--- config.mk ---
export PLATFORM = sky130hd
export DESIGN_NAME = byte_rle_encoder
export DESIGN_NICKNAME = d
export VERILOG_FILES = /design/src/sv/brle_pkg.sv /design/src/sv/brle_ram.sv /design/src/sv/brle_ctrl.sv /design/src/sv/brle_dpath.sv /design/src/sv/brle_pack.sv /design/src/sv/byte_rle_encoder.sv
export SDC_FILE = /design/constraint.sdc
export NUM_CORES = 2
export LEC_CHECK = 0
export BUFFER_PORTS_ARGS = -buffer_cell sky130_fd_sc_hd__buf_4
export CELL_PAD_IN_SITES_DETAIL_PLACEMENT = 1
export CELL_PAD_IN_SITES_GLOBAL_PLACEMENT = 1
export CORE_UTILIZATION = 52
export CTS_CLUSTER_SIZE = 16
export DETAILED_ROUTE_END_ITERATION = 8
export MAX_ROUTING_LAYER = met4
export PLACE_DENSITY = 0.87
export SYNTH_ARGS = -nofsm -noshare
export SYNTH_HDL_FRONTEND = slang
export SYNTH_SLANG_ARGS = --single-unit
--- constraint.sdc ---
create_clock -name clock -period 6.9 [get_ports clock]
set_clock_uncertainty 0.05 [all_clocks]
set_input_delay 1.035 -clock clock [delete_from_list [all_inputs] [get_ports clock]]
set_output_delay 1.035 -clock clock [all_outputs]
set_load 0.02 [all_outputs]
--- src/sv/brle_pkg.sv ---
// shared constants, types and header helpers for the byte run-length encoder
// no dependencies; imported by every module of the block but brle_ram
`timescale 1ns / 1ps
`default_nettype none

package brle_pkg;

   localparam int unsigned MAX_BLOCK_LEN = 126;
   localparam int unsigned OUT_LANES     = 8;
   localparam int unsigned LEN_W         = 7;
   localparam int unsigned ADDR_W        = $clog2(MAX_BLOCK_LEN);
   localparam int unsigned CNT_W         = 4;
   localparam int unsigned LANE_W        = $clog2(OUT_LANES);

   localparam logic [7:0]       LITERAL_FLAG = 8'h80;
   localparam logic [7:0]       COUNT_MASK   = 8'h7F;
   localparam logic [LEN_W-1:0] MAX_LEN      = LEN_W'(MAX_BLOCK_LEN);
   localparam logic [CNT_W-1:0] FULL_CNT     = CNT_W'(OUT_LANES);

   typedef enum logic [1:0] {
      MODE_NONE,
      MODE_SINGLE,
      MODE_REPEAT,
      MODE_LITERAL
   } mode_type;

   typedef enum logic [2:0] {
      ST_IDLE,
      ST_SETUP,
      ST_HDR0,
      ST_BODY0,
      ST_HDR1,
      ST_BODY1
   } ctrl_state_type;

   typedef enum logic [2:0] {
      SEL_HDR0,
      SEL_VAL0,
      SEL_HDR1,
      SEL_VAL1,
      SEL_RAM
   } byte_sel_type;

   typedef enum logic [1:0] {
      RD_ZERO,
      RD_HOLD,
      RD_NEXT
   } rd_sel_type;

   typedef struct packed {
      logic         take;
      logic         fix_wr;
      logic         push;
      byte_sel_type sel;
      logic         final_byte;
      logic         k_clr;
      logic         k_inc;
      rd_sel_type   rd_sel;
   } cmd_type;

   typedef struct packed {
      logic s0_vld;
      logic s0_lit;
      logic s1_vld;
      logic s1_lit;
      logic lit_end;
      logic push_ok;
   } status_type;

   // count byte of a repeat run: length plus one, high bit clear
   function automatic logic [7:0] repeat_hdr(input logic [LEN_W-1:0] n);
      logic [LEN_W-1:0] n1;
      n1 = n + LEN_W'(1);
      return {1'b0, n1} & COUNT_MASK;
   endfunction

   // count byte of a literal block: length with the high bit set
   function automatic logic [7:0] literal_hdr(input logic [LEN_W-1:0] n);
      return ({1'b0, n} & COUNT_MASK) | LITERAL_FLAG;
   endfunction

endpackage

`default_nettype wire

--- src/sv/brle_ram.sv ---
// generic single write port, single read port ram with registered read data
// no dependencies
`timescale 1ns / 1ps
`default_nettype none

module brle_ram #(
   parameter int unsigned WIDTH  = 8,
   parameter int unsigned DEPTH  = 128,
   parameter int unsigned ADDR_W = (DEPTH > 1) ? $clog2(DEPTH) : 1
) (
   input  wire logic              clock,
   input  wire logic              wr_en,
   input  wire logic [ADDR_W-1:0] wr_addr,
   input  wire logic [WIDTH-1:0]  wr_data,
   input  wire logic [ADDR_W-1:0] rd_addr,
   output logic      [WIDTH-1:0]  rd_data
);

   logic [WIDTH-1:0] mem_ff [DEPTH];
   logic [WIDTH-1:0] rd_data_ff;

   always_ff @(posedge clock) begin
      if (wr_en) begin
         mem_ff[wr_addr] <= wr_data;
      end
      rd_data_ff <= mem_ff[rd_addr];
   end

   assign rd_data = rd_data_ff;

endmodule

`default_nettype wire

--- src/sv/brle_ctrl.sv ---
// sequencer: accepts an item, then walks the headers and bodies of closed blocks
// depends on brle_pkg
`timescale 1ns / 1ps
`default_nettype none

module brle_ctrl
   import brle_pkg::*;
(
   input  wire logic       clock,
   input  wire logic       reset,
   input  wire logic       req_valid,
   input  wire status_type stat,
   output cmd_type         cmd
);

   ctrl_state_type state_ff;
   ctrl_state_type state_in;
   logic           body_done;

   always_ff @(posedge clock) begin
      if (reset) begin
         state_ff <= ST_IDLE;
      end else begin
         state_ff <= state_in;
      end
   end

   always_comb begin
      state_in   = state_ff;
      cmd        = '0;
      cmd.sel    = SEL_HDR0;
      cmd.rd_sel = RD_HOLD;
      body_done  = 1'b0;
      unique case (state_ff)
         ST_IDLE: begin
            cmd.take = 1'b1;
            if (req_valid) begin
               state_in = ST_SETUP;
            end
         end
         ST_SETUP: begin
            cmd.fix_wr = 1'b1;
            cmd.rd_sel = RD_ZERO;
            state_in   = stat.s0_vld ? ST_HDR0 : ST_IDLE;
         end
         ST_HDR0: begin
            cmd.sel    = SEL_HDR0;
            cmd.rd_sel = RD_ZERO;
            cmd.k_clr  = 1'b1;
            if (stat.push_ok) begin
               cmd.push = 1'b1;
               state_in = ST_BODY0;
            end
         end
         ST_BODY0: begin
            body_done = !stat.s0_lit || stat.lit_end;
            cmd.sel   = stat.s0_lit ? SEL_RAM : SEL_VAL0;
            if (stat.push_ok) begin
               cmd.push = 1'b1;
               if (body_done) begin
                  cmd.final_byte = !stat.s1_vld;
                  state_in       = stat.s1_vld ? ST_HDR1 : ST_IDLE;
               end else begin
                  cmd.k_inc  = 1'b1;
                  cmd.rd_sel = RD_NEXT;
               end
            end
         end
         ST_HDR1: begin
            cmd.sel    = SEL_HDR1;
            cmd.rd_sel = RD_ZERO;
            cmd.k_clr  = 1'b1;
            if (stat.push_ok) begin
               cmd.push = 1'b1;
               state_in = ST_BODY1;
            end
         end
         ST_BODY1: begin
            body_done = !stat.s1_lit || stat.lit_end;
            cmd.sel   = stat.s1_lit ? SEL_RAM : SEL_VAL1;
            if (stat.push_ok) begin
               cmd.push = 1'b1;
               if (body_done) begin
                  cmd.final_byte = 1'b1;
                  state_in       = ST_IDLE;
               end else begin
                  cmd.k_inc  = 1'b1;
                  cmd.rd_sel = RD_NEXT;
               end
            end
         end
         default: begin
            state_in = ST_IDLE;
         end
      endcase
   end

endmodule

`default_nettype wire

--- src/sv/brle_dpath.sv ---
// block state, literal store and closed-block descriptors; selects the byte to pack
// depends on brle_pkg and brle_ram
`timescale 1ns / 1ps
`default_nettype none

module brle_dpath
   import brle_pkg::*;
(
   input  wire logic       clock,
   input  wire logic       reset,
   input  wire logic       req_valid,
   input  wire logic [7:0] req_data_byte,
   input  wire logic       req_stream_last,
   input  wire cmd_type    cmd,
   input  wire logic       pack_ready,
   output status_type      stat,
   output logic [7:0]      byte_out,
   output logic            last_out
);

   mode_type         mode_ff, mode_in;
   logic [7:0]       held_ff, held_in;
   logic [7:0]       prev_ff, prev_in;
   logic [LEN_W-1:0] len_ff, len_in;
   logic             s0_vld_ff, s0_vld_in;
   logic             s0_lit_ff, s0_lit_in;
   logic [7:0]       s0_hdr_ff, s0_hdr_in;
   logic [7:0]       s0_val_ff, s0_val_in;
   logic             s1_vld_ff, s1_vld_in;
   logic             s1_lit_ff, s1_lit_in;
   logic [7:0]       s1_hdr_ff, s1_hdr_in;
   logic [7:0]       s1_val_ff, s1_val_in;
   logic [LEN_W-1:0] lit_len_ff, lit_len_in;
   logic             fix_ff, fix_in;
   logic             last_ff, last_in;
   logic [LEN_W-1:0] k_ff, k_in;

   logic             accept;
   logic [LEN_W-1:0] len_inc;
   logic             a_vld, a_lit, b_vld, b_lit;
   logic [7:0]       a_hdr, a_val, b_hdr, b_val;
   logic [LEN_W-1:0] a_len, b_len;
   logic             acc_wr;
   logic [ADDR_W-1:0] acc_addr;

   logic              ram_wr_en;
   logic [ADDR_W-1:0] ram_wr_addr;
   logic [7:0]        ram_wr_data;
   logic [ADDR_W-1:0] ram_rd_addr;
   logic [7:0]        ram_rd_data;

   assign accept  = cmd.take && req_valid;
   assign len_inc = len_ff + LEN_W'(1);

   // next block state and the blocks closed by this byte
   always_comb begin
      mode_in  = mode_ff;
      held_in  = held_ff;
      prev_in  = prev_ff;
      len_in   = len_ff;
      a_vld    = 1'b0;
      a_lit    = 1'b0;
      a_hdr    = 8'h00;
      a_val    = held_ff;
      a_len    = len_ff;
      b_vld    = 1'b0;
      b_lit    = 1'b0;
      b_hdr    = 8'h00;
      b_val    = held_ff;
      b_len    = len_ff;
      acc_wr   = 1'b0;
      acc_addr = ADDR_W'(len_ff);
      fix_in   = fix_ff;
      if (accept) begin
         prev_in = req_data_byte;
         fix_in  = 1'b0;
         unique case (mode_ff)
            MODE_NONE: begin
               mode_in = MODE_SINGLE;
               held_in = req_data_byte;
               len_in  = LEN_W'(1);
            end
            MODE_SINGLE: begin
               len_in = LEN_W'(2);
               if (req_data_byte == held_ff) begin
                  mode_in = MODE_REPEAT;
               end else begin
                  // second byte goes in now, the held first byte in the setup cycle
                  mode_in  = MODE_LITERAL;
                  acc_wr   = 1'b1;
                  acc_addr = ADDR_W'(1);
                  fix_in   = 1'b1;
               end
            end
            MODE_REPEAT: begin
               if (req_data_byte == held_ff) begin
                  len_in = len_inc;
                  if (len_inc >= MAX_LEN) begin
                     a_vld   = 1'b1;
                     a_hdr   = repeat_hdr(len_inc);
                     mode_in = MODE_NONE;
                     len_in  = '0;
                  end
               end else begin
                  a_vld   = 1'b1;
                  a_hdr   = repeat_hdr(len_ff);
                  mode_in = MODE_SINGLE;
                  held_in = req_data_byte;
                  len_in  = LEN_W'(1);
               end
            end
            MODE_LITERAL: begin
               if (req_data_byte == prev_ff) begin
                  a_vld   = 1'b1;
                  a_lit   = 1'b1;
                  a_hdr   = literal_hdr(len_ff);
                  a_len   = len_ff;
                  mode_in = MODE_SINGLE;
                  held_in = req_data_byte;
                  len_in  = LEN_W'(1);
               end else begin
                  acc_wr = 1'b1;
                  len_in = len_inc;
                  if (len_inc >= MAX_LEN) begin
                     a_vld   = 1'b1;
                     a_lit   = 1'b1;
                     a_hdr   = literal_hdr(len_inc);
                     a_len   = len_inc;
                     mode_in = MODE_NONE;
                     len_in  = '0;
                  end
               end
            end
            default: begin
               mode_in = MODE_NONE;
            end
         endcase
         // flush whatever is still pending at the end of the stream
         if (req_stream_last) begin
            b_val = held_in;
            b_len = len_in;
            unique case (mode_in)
               MODE_SINGLE: begin
                  b_vld = 1'b1;
                  b_hdr = literal_hdr(LEN_W'(1));
               end
               MODE_REPEAT: begin
                  b_vld = 1'b1;
                  b_hdr = repeat_hdr(len_in);
               end
               MODE_LITERAL: begin
                  b_vld = 1'b1;
                  b_lit = 1'b1;
                  b_hdr = literal_hdr(len_in);
               end
               default: begin
                  b_vld = 1'b0;
               end
            endcase
            mode_in = MODE_NONE;
            len_in  = '0;
         end
      end
   end

   // pack the closed blocks into two ordered slots
   always_comb begin
      s0_vld_in  = s0_vld_ff;
      s0_lit_in  = s0_lit_ff;
      s0_hdr_in  = s0_hdr_ff;
      s0_val_in  = s0_val_ff;
      s1_vld_in  = s1_vld_ff;
      s1_lit_in  = s1_lit_ff;
      s1_hdr_in  = s1_hdr_ff;
      s1_val_in  = s1_val_ff;
      lit_len_in = lit_len_ff;
      last_in    = last_ff;
      if (accept) begin
         last_in    = req_stream_last;
         lit_len_in = a_lit ? a_len : b_len;
         if (a_vld) begin
            s0_vld_in = 1'b1;
            s0_lit_in = a_lit;
            s0_hdr_in = a_hdr;
            s0_val_in = a_val;
            s1_vld_in = b_vld;
            s1_lit_in = b_lit;
            s1_hdr_in = b_hdr;
            s1_val_in = b_val;
         end else begin
            s0_vld_in = b_vld;
            s0_lit_in = b_lit;
            s0_hdr_in = b_hdr;
            s0_val_in = b_val;
            s1_vld_in = 1'b0;
            s1_lit_in = 1'b0;
            s1_hdr_in = b_hdr;
            s1_val_in = b_val;
         end
      end
   end

   // body byte counter
   always_comb begin
      k_in = k_ff;
      if (cmd.k_clr) begin
         k_in = '0;
      end else if (cmd.k_inc) begin
         k_in = k_ff + LEN_W'(1);
      end
   end

   always_ff @(posedge clock) begin
      if (reset) begin
         mode_ff   <= MODE_NONE;
         held_ff   <= 8'h00;
         prev_ff   <= 8'h00;
         len_ff    <= '0;
         s0_vld_ff <= 1'b0;
         s0_lit_ff <= 1'b0;
         s1_vld_ff <= 1'b0;
         s1_lit_ff <= 1'b0;
         fix_ff    <= 1'b0;
         last_ff   <= 1'b0;
         k_ff      <= '0;
      end else begin
         mode_ff   <= mode_in;
         held_ff   <= held_in;
         prev_ff   <= prev_in;
         len_ff    <= len_in;
         s0_vld_ff <= s0_vld_in;
         s0_lit_ff <= s0_lit_in;
         s1_vld_ff <= s1_vld_in;
         s1_lit_ff <= s1_lit_in;
         fix_ff    <= fix_in;
         last_ff   <= last_in;
         k_ff      <= k_in;
      end
   end

   always_ff @(posedge clock) begin
      s0_hdr_ff  <= s0_hdr_in;
      s0_val_ff  <= s0_val_in;
      s1_hdr_ff  <= s1_hdr_in;
      s1_val_ff  <= s1_val_in;
      lit_len_ff <= lit_len_in;
   end

   // literal store port selection
   always_comb begin
      ram_wr_en   = acc_wr;
      ram_wr_addr = acc_addr;
      ram_wr_data = req_data_byte;
      if (cmd.fix_wr && fix_ff) begin
         ram_wr_en   = 1'b1;
         ram_wr_addr = '0;
         ram_wr_data = held_ff;
      end
      unique case (cmd.rd_sel)
         RD_ZERO: ram_rd_addr = '0;
         RD_NEXT: ram_rd_addr = ADDR_W'(k_ff + LEN_W'(1));
         default: ram_rd_addr = ADDR_W'(k_ff);
      endcase
   end

   brle_ram #(
      .WIDTH (8),
      .DEPTH (MAX_BLOCK_LEN)
   ) u_store (
      .clock   (clock),
      .wr_en   (ram_wr_en),
      .wr_addr (ram_wr_addr),
      .wr_data (ram_wr_data),
      .rd_addr (ram_rd_addr),
      .rd_data (ram_rd_data)
   );

   always_comb begin
      unique case (cmd.sel)
         SEL_HDR0: byte_out = s0_hdr_ff;
         SEL_VAL0: byte_out = s0_val_ff;
         SEL_HDR1: byte_out = s1_hdr_ff;
         SEL_VAL1: byte_out = s1_val_ff;
         SEL_RAM:  byte_out = ram_rd_data;
         default:  byte_out = ram_rd_data;
      endcase
   end

   assign last_out = last_ff;

   assign stat.s0_vld  = s0_vld_ff;
   assign stat.s0_lit  = s0_lit_ff;
   assign stat.s1_vld  = s1_vld_ff;
   assign stat.s1_lit  = s1_lit_ff;
   assign stat.lit_end = ((k_ff + LEN_W'(1)) == lit_len_ff);
   assign stat.push_ok = pack_ready;

endmodule

`default_nettype wire

--- src/sv/brle_pack.sv ---
// gathers output bytes into lane words and holds the result register
// depends on brle_pkg
`timescale 1ns / 1ps
`default_nettype none

module brle_pack
   import brle_pkg::*;
(
   input  wire logic             clock,
   input  wire logic             reset,
   input  wire logic             push,
   input  wire logic [7:0]       push_byte,
   input  wire logic             final_byte,
   input  wire logic             stream_last,
   output logic                  ready,
   output logic                  rsp_valid,
   input  wire logic             rsp_stall,
   output logic [7:0]            rsp_lanes [OUT_LANES],
   output logic [CNT_W-1:0]      rsp_byte_count,
   output logic                  rsp_group_last,
   output logic                  rsp_stream_done
);

   logic [7:0]       lanes_ff [OUT_LANES];
   logic [7:0]       lanes_in [OUT_LANES];
   logic [CNT_W-1:0] cnt_ff, cnt_in;
   logic             done_ff, done_in;
   logic             fin_ff, fin_in;
   logic             sdone_ff, sdone_in;

   logic [7:0]       out_lanes_ff [OUT_LANES];
   logic [7:0]       out_lanes_in [OUT_LANES];
   logic [CNT_W-1:0] out_cnt_ff, out_cnt_in;
   logic             out_grp_ff, out_grp_in;
   logic             out_sdone_ff, out_sdone_in;
   logic             out_vld_ff, out_vld_in;

   logic             move;
   logic [CNT_W-1:0] cnt_inc;

   assign move    = done_ff && (!out_vld_ff || !rsp_stall);
   assign cnt_inc = cnt_ff + CNT_W'(1);

   always_comb begin
      lanes_in     = lanes_ff;
      cnt_in       = cnt_ff;
      done_in      = done_ff;
      fin_in       = fin_ff;
      sdone_in     = sdone_ff;
      out_lanes_in = out_lanes_ff;
      out_cnt_in   = out_cnt_ff;
      out_grp_in   = out_grp_ff;
      out_sdone_in = out_sdone_ff;
      out_vld_in   = out_vld_ff;
      if (push) begin
         lanes_in[cnt_ff[LANE_W-1:0]] = push_byte;
         cnt_in   = cnt_inc;
         done_in  = (cnt_inc == FULL_CNT) || final_byte;
         fin_in   = final_byte;
         sdone_in = final_byte && stream_last;
      end
      if (move) begin
         // unused lanes read as zero
         for (int i = 0; i < OUT_LANES; i++) begin
            out_lanes_in[i] = (CNT_W'(i) < cnt_ff) ? lanes_ff[i] : 8'h00;
         end
         out_cnt_in   = cnt_ff;
         out_grp_in   = fin_ff;
         out_sdone_in = sdone_ff;
         out_vld_in   = 1'b1;
         cnt_in       = '0;
         done_in      = 1'b0;
      end else if (out_vld_ff && !rsp_stall) begin
         out_vld_in = 1'b0;
      end
   end

   always_ff @(posedge clock) begin
      if (reset) begin
         cnt_ff     <= '0;
         done_ff    <= 1'b0;
         out_vld_ff <= 1'b0;
      end else begin
         cnt_ff     <= cnt_in;
         done_ff    <= done_in;
         out_vld_ff <= out_vld_in;
      end
   end

   always_ff @(posedge clock) begin
      lanes_ff     <= lanes_in;
      fin_ff       <= fin_in;
      sdone_ff     <= sdone_in;
      out_lanes_ff <= out_lanes_in;
      out_cnt_ff   <= out_cnt_in;
      out_grp_ff   <= out_grp_in;
      out_sdone_ff <= out_sdone_in;
   end

   assign ready           = !done_ff;
   assign rsp_valid       = out_vld_ff;
   assign rsp_lanes       = out_lanes_ff;
   assign rsp_byte_count  = out_cnt_ff;
   assign rsp_group_last  = out_grp_ff;
   assign rsp_stream_done = out_sdone_ff;

endmodule

`default_nettype wire

--- src/sv/byte_rle_encoder.sv ---
// top level of the byte run-length encoder: sequencer, datapath and word packer
// depends on brle_pkg, brle_ctrl, brle_dpath, brle_pack and brle_ram
//
// usage
// - req channel: one uncompressed byte per transfer, req_stream_last on the final
//   byte flushes the pending block; req_stall is high while an item is being worked
// - rsp channel: words of up to eight code bytes, lowest lane first, rsp_byte_count
//   valid lanes, unused lanes zero; rsp_group_last marks the last word caused by a
//   byte, rsp_stream_done the last word of the stream
// - a byte that closes no block goes through transfer and setup and gives
//   no word
// - a byte that closes blocks: one code byte per cycle leaves the sequencer while
//   the packer is ready, plus a handoff at each full word from the gathering
//   register into the result register; worst case a literal of 125 closed by an
//   equal final byte, 128 code bytes in 16 words
// - literal bytes come from a 126 x 8 store with a registered read port, which
//   sets the one byte per cycle drain rate while the packer is ready
// - reset (synchronous) empties the pending block and drops any word in flight;
//   the literal store holds no valid data and needs no clearing pass
// - while the receiver stalls, the result word holds and the gathering register
//   may fill one more word; the sequencer then waits, byte by byte
`timescale 1ns / 1ps
`default_nettype none

module byte_rle_encoder
   import brle_pkg::*;
(
   input  wire logic             clock,
   input  wire logic             reset,
   // input byte channel
   input  wire logic             req_valid,
   output logic                  req_stall,
   input  wire logic [7:0]       req_data_byte,
   input  wire logic             req_stream_last,
   // code word channel
   output logic                  rsp_valid,
   input  wire logic             rsp_stall,
   output logic [7:0]            rsp_lane0,
   output logic [7:0]            rsp_lane1,
   output logic [7:0]            rsp_lane2,
   output logic [7:0]            rsp_lane3,
   output logic [7:0]            rsp_lane4,
   output logic [7:0]            rsp_lane5,
   output logic [7:0]            rsp_lane6,
   output logic [7:0]            rsp_lane7,
   output logic [CNT_W-1:0]      rsp_byte_count,
   output logic                  rsp_group_last,
   output logic                  rsp_stream_done
);

   cmd_type    cmd;
   status_type stat;
   logic [7:0] pack_byte;
   logic       pack_last;
   logic       pack_ready;
   logic [7:0] lanes [OUT_LANES];

   // sequencer: take an item, set up, then header and body of each closed block
   brle_ctrl u_ctrl (
      .clock     (clock),
      .reset     (reset),
      .req_valid (req_valid),
      .stat      (stat),
      .cmd       (cmd)
   );

   // block state, literal store and descriptors of the closed blocks
   brle_dpath u_dpath (
      .clock           (clock),
      .reset           (reset),
      .req_valid       (req_valid),
      .req_data_byte   (req_data_byte),
      .req_stream_last (req_stream_last),
      .cmd             (cmd),
      .pack_ready      (pack_ready),
      .stat            (stat),
      .byte_out        (pack_byte),
      .last_out        (pack_last)
   );

   // gathering register plus result register, parting the two sides
   brle_pack u_pack (
      .clock           (clock),
      .reset           (reset),
      .push            (cmd.push),
      .push_byte       (pack_byte),
      .final_byte      (cmd.final_byte),
      .stream_last     (pack_last),
      .ready           (pack_ready),
      .rsp_valid       (rsp_valid),
      .rsp_stall       (rsp_stall),
      .rsp_lanes       (lanes),
      .rsp_byte_count  (rsp_byte_count),
      .rsp_group_last  (rsp_group_last),
      .rsp_stream_done (rsp_stream_done)
   );

   // a new byte is taken only while the sequencer is idle
   assign req_stall = !cmd.take;

   assign rsp_lane0 = lanes[0];
   assign rsp_lane1 = lanes[1];
   assign rsp_lane2 = lanes[2];
   assign rsp_lane3 = lanes[3];
   assign rsp_lane4 = lanes[4];
   assign rsp_lane5 = lanes[5];
   assign rsp_lane6 = lanes[6];
   assign rsp_lane7 = lanes[7];

endmodule

`default_nettype wire

After elaboration in Yosys (flattened, before gate mapping) --
Memory sizes are Yosys's and may differ from the RTL's. A register that Yosys moved wholly into a read port is not among the register bits. Cells that the tools add are included.
Storage, ports and cells: register bits 222, bits in writable memories 1008, output and inout port bits 72, logic and storage cells 206, memories 1
Memories:
- u_dpath.u_store.mem_ff | depth 126, bits a word 8, rd ports 1, clocked after memory_dff 1, wr ports 1, line brle_ram.sv:19 | logic [WIDTH-1:0] mem_ff [DEPTH];
Operators by class: $add $sub $neg 5, order comparisons 11, equal/unequal tests 26, muxes and demuxes 94, bitwise logic cells 1, reductions and logical operators 27
Operator list (count):
- 2-to-1 mux 7 bit | 16
- 2-to-1 mux 8 bit | 10
- bitwise mux 64 bit | 1
- one-hot mux 8 bit (3 select lines) | 2
- 2-to-1 mux 3 bit | 14
- 2-to-1 mux 1 bit | 32
- one-hot mux 8 bit (4 select lines) | 1
- adder 7 x 1 -> 7 bit (second input constant) | 4
- one-hot mux 7 bit (4 select lines) | 1
- demux 8 bit (select 3 bit) | 1
- one-hot mux 3 bit (6 select lines) | 1
- equality test 8 bit | 2
- < comparator 3 x 4 -> 1 bit (first input constant) | 4
- one-hot mux 4 bit (4 select lines) | 1
- one-hot mux 8 bit (2 select lines) | 1
- one-hot mux 7 bit (2 select lines) | 1
- equality test 3 x 2 -> 1 bit (second input constant) | 4
- 2-to-1 mux 2 bit | 6
- equality test 2 bit (second input constant) | 5
- inequality test 2 bit (second input constant) | 5
- < comparator 1 x 4 -> 1 bit (first input constant) | 2
- < comparator 2 x 4 -> 1 bit (first input constant) | 2
- one-hot mux 1 bit (2 select lines) | 4
- one-hot mux 2 bit (4 select lines) | 1
- 21 further kinds | 43

Logic depth before layout (Yosys ltp) --
word-level depth 11, gate-level depth with buffers 18, gate-level depth less buffers 13

By module --
A second synthesis with hierarchy kept.
Unflattened totals: cells, all modules 2766, area, all modules 50136.8 um^2
By module, submodules not included:
- brle_ram | instances 1, cells each 1948, area each 39736.9 um^2, seq. area each 30429.2 um^2
- brle_dpath | instances 1, cells each 510, area each 5102.4 um^2, seq. area each 1931.9 um^2
- brle_pack | instances 1, cells each 258, area each 4931.0 um^2, seq. area each 4204.0 um^2
- brle_ctrl | instances 1, cells each 49, area each 362.8 um^2, seq. area each 60.1 um^2
- byte_rle_encoder | instances 1, cells each 1, area each 3.8 um^2, seq. area each 0.0 um^2

Worst setup path before layout --
Ideal clock, no wire load.
path kind input to register, from input rsp_stall, to register u_pack.cnt_ff[1], library setup time 0.120 ns, arrival 5.081 ns, setup slack 1.649 ns, cell stages on the path 3, path buffers 0, cells stage by stage a21oi_1 > or2_2 > nor2_1
On the way: cells in the longest elaborated chain, start to end 4
Ends and longest elaborated chain:
- start, declared | line byte_rle_encoder.sv:37 | input wire logic rsp_stall,
- logical NOT 1 bit | line brle_pack.sv:41 | assign move = done_ff && (!out_vld_ff || !rsp_stall);
- logical OR 1 bit | line brle_pack.sv:41
- logical AND 1 bit | line brle_pack.sv:41
- OR reduction 2 bit (no line)
- end signal, assigned | line brle_pack.sv:84 | cnt_ff <= cnt_in;
- end, declared | line brle_pack.sv:26 | logic [CNT_W-1:0] cnt_ff, cnt_in;
No other way between the ends. A chain may end at the register's enable or synchronous reset.

Worst setup path in the final report --
from register u_dpath.k_ff[0], to register u_dpath.u_store.rd_data_ff[0] (netlist: u_dpath.u_store.rd_data[0]), read port of u_dpath.u_store.mem_ff
On the way: cells in the longest elaborated chain, start to end 8, elaborated cells between the ends (all ways) 12, those cells by class 1 x add/sub; 2 x eq/ne; 6 x mux; 3 x reduce/logical
Ends and longest elaborated chain:
- start, declared | line brle_dpath.sv:36 | logic [LEN_W-1:0] k_ff, k_in;
- start signal, assigned | line brle_dpath.sv:237 | k_ff <= k_in;
- adder 7 x 1 -> 7 bit | line brle_dpath.sv:261, brle_dpath.sv:295
- equality test 7 bit | line brle_dpath.sv:295 | assign stat.lit_end = ((k_ff + LEN_W'(1)) == lit_len_ff);
- logical OR 1 bit, on equally long branches | line brle_ctrl.sv:79, brle_ctrl.sv:56
- 2-to-1 mux 3 bit, on equally long branches | line brle_ctrl.sv:83, brle_ctrl.sv:60
- 2-to-1 mux 3 bit, on equally long branches | line brle_ctrl.sv:81, brle_ctrl.sv:58
- one-hot mux 2 bit (3 select lines) | line brle_ctrl.sv:34 | unique case (state_ff)
- equality test 2 bit / logical NOT 2 bit (equally long branches) | line brle_dpath.sv:259 | unique case (cmd.rd_sel)
- one-hot mux 7 bit (2 select lines) * | line brle_dpath.sv:259
- end, declared | line brle_ram.sv:20 | logic [WIDTH-1:0] rd_data_ff;
Mark *: on every way between the ends. The rest lies on a longest branch, timed or not.

==> reports/metrics.cfg <==
[run_status]
status=complete, but fails checks
violations=DRC

[critical_path]
worstSetupStartpointType=register
rr_worst_depth=12
r2r_end=u_dpath.u_store.rd_data[0]
startpoint=u_dpath.k_ff[0]
r2r_start=u_dpath.k_ff[0]
path_class=register to register
cp-end-kind=register
crit_path_max_fanout=18
r2r_slack_ns=0.77
worstPathArrival_ns=6.75
cp.required_ns=7.52

[yosys]
synth_cell_types=88
postSynthCellCount=4088
synth_top_family_by_area=simple AND/OR/NAND/NOR gates
ys_ff_latch=1238
synth_flop_cell=edfxtp_1
netlist_area_mm2=0.0510
yosys.area.top_type=edfxtp_1
yosysTopAreaCellShare_pct=69.7
synth-adder-area-share_pct=0.246
synth_fp_nets=4111
synthTopCellsByArea=edfxtp_1 (70%), nand2_1 (8.0%), nand3_1 (4.3%)
ys_warn_count=0
async_flop_share_pct=0
yosysSeqAreaShare_pct=71.9
synth_xor_xnor_area_share_pct=0.975
synth.avg_cell_area_um2=12.5
synth-simple-area-share_pct=17.4
synth_edf_count=1183
synthMuxAreaShare_pct=1.08
synth_compound_area_share_pct=5.94

[sta]
finalCritPeriodShare_pct=88.9
tightest_slew_ns=1.47
setup_tns_ns=0
fin_ws_ns=0.769
slew-limit-headroom_pct=1.71
slew_viol_final=0
rsz0062_at_grt=no
setup_viol=0
timing.fmax_mhz=163
finalHoldViolations=0
fin_crit_ns=6.13

[routing]
vias=35800
drc_errors=10
antenna_left=0
vias_per_cell=6.52
firstDrtPassIters=8
wl_um=165000
drt_iter0_markers=4940
wl_per_cell_um=30.0

[worst_hold_path]
hp-class=register to register
hold_depth=0
hp-start=u_pack.sdone_ff
min_to=u_pack.rsp_stream_done

[floorplan]
start_util_pct=52.6
die_height_um=315
io_pins=85
core_mm2=0.0969
die_area_mm2=0.0993
die_x_um=315
row_count=114

[clocking]
clk_pin_slew_ns=0.06
cts_buffer_depth=3
clk-insertion-delay-late_ns=0.76
cts-root-buf=clkbuf_16
cts_tree=built
cts_setup_buffers=0
cts_hold_buffers=0
cts_buffers=130
ctsHtreeMaxLevel=4
cts_resized=0
clock-sinks=1238

[pwr]
p_leak_nw=18.8
ir_drop_mv=0.250
power.total_mw=15.4
p_per_area_mw_per_mm2=273

[placed_design]
dpl_worst_slack_ns=1.30
dp_hpwl_um=99700
numPortBuffers=84
gp_congestion=0.916
dpl.cell_count=5259

[grt]
grt_max_degree=186
grt_pass1_wl_um=241000
antenna_found_initial=3
grt_overflow_total=0
first_global_vias=37000
grt_use_total_pct=34.2

[layout]
drive_gt1_share_pct=8.88
layout.nets=4138
layout_common_cells=edfxtp_1 (1183), nand2_1 (1077), nand3_1 (441)
final_common_cell=edfxtp_1
final_cells=5492
post-route-util_pct=58.4
area_growth_pct=11.0

[job]
cap_violations=0

==> routing by layer <==
metal  share of wire [%]  GRT usage, %
met1                  36          41.4
met3                  10          7.65
met4                 5.7          18.1
met2                  48          53.7
met5                   0             -
==> how the worst max path moves through the flow <==
stage                                  to  slack, ns  depth (start not counted)
2_1_floorplan            u_pack.cnt_ff[1]       1.65                          3
3_3_place_gp   u_dpath.u_store.rd_data[7]       1.55                         14
3_5_place_dp   u_dpath.u_store.rd_data[2]       1.30                         12
4_1_cts        u_dpath.u_store.rd_data[0]       1.12                         12
5_1_grt        u_dpath.u_store.rd_data[0]       0.79                         12
6_report       u_dpath.u_store.rd_data[0]       0.77                         12
==> layout make-up <==
cell class	instances	area, µm²
Inverter	23	86.3
Clock inverter	49	380
Timing Repair Buffer	140	1150
Multi-Input combinational cell	2582	13200
Tap cell	1276	1600
Sequential cell	1238	36600
Antenna cell	5	12.5
Fill cell	9411	40300
Clock buffer	179	3580
==> sequential cells by signal (all words and copies together), names as in the netlist, 7 cells and up <==
name	cells
u_dpath.u_store.rd_data	8
u_dpath.lit_len_ff	7
u_dpath.s0_val_ff	8
u_pack.rsp_lanes	64
u_dpath.s0_hdr_ff	8
u_dpath.prev_ff	8
u_dpath.len_ff	7
u_dpath.s1_val_ff	8
u_dpath.k_ff	7
u_dpath.s1_hdr_ff	8
u_dpath.u_store.mem_ff	1008
u_pack.lanes_ff	64
u_dpath.a_val	8
==> power breakdown <==
group          internal (mW)  switching, mW
registers               8.28         0.0372
clock network           3.75           2.96
logic                 0.0777          0.321
==> cell families (layout without fill, tap and decap cells) <==
logic type,count (synthesis),count (layout)
multiplexers,54,54
flip-flops,1238,1238
adder cells (fa/ha/maj),10,10
AND/OR/NAND/NOR,2025,2025
AO/OA/AOI/OAI,441,441
other,0,5
XOR/XNOR,52,52
buffers and inverters,268,391
==> stage by stage <==
step | hold slack, ns | area (µm²)
2_1_floorplan | 0.350 | 51000
6_report | 0.386 | 56600
3_5_place_dp | 0.369 | 52600
5_1_grt | 0.385 | 56600
4_1_cts | 0.383 | 56600
3_3_place_gp | 0.353 | 52600
==> critical path: stages (launching register included) <==
cell      delay (ns)
dfxtp_1         0.57
ha_1            0.42
nand3_2         0.18
xnor2_2         0.26
nor3_4          0.10
a31oi_2         0.91
a21oi_1         0.17
o211ai_1        1.13
nor3_1          0.48
a21boi_0        0.30
nor4_1          0.69
nand4_1         0.54
nor3_2          0.24
==> synth_stat cells, types with 13 or more instances <==
master	n
inv_1	22
buf_1	26
buf_4	22
nor2b_1	66
a221oi_1	13
and3_1	30
nor4_1	26
and2_1	14
xor2_1	23
a311oi_1	21
mux2i_1	45
a211oi_1	17
o21ai_0	34
a31oi_1	31
nand4_1	27
xnor2_1	25
nand2b_1	13
a22oi_1	16
nand2_1	1085
nor3_1	36
nor2_1	241
a21oi_1	152
a21boi_0	37
nand3_1	441
clkbuf_1	84
edfxtp_1	1183
a32oi_1	24
dfxtp_1	55
buf_2	102
Power figures use the tool's default switching activity.
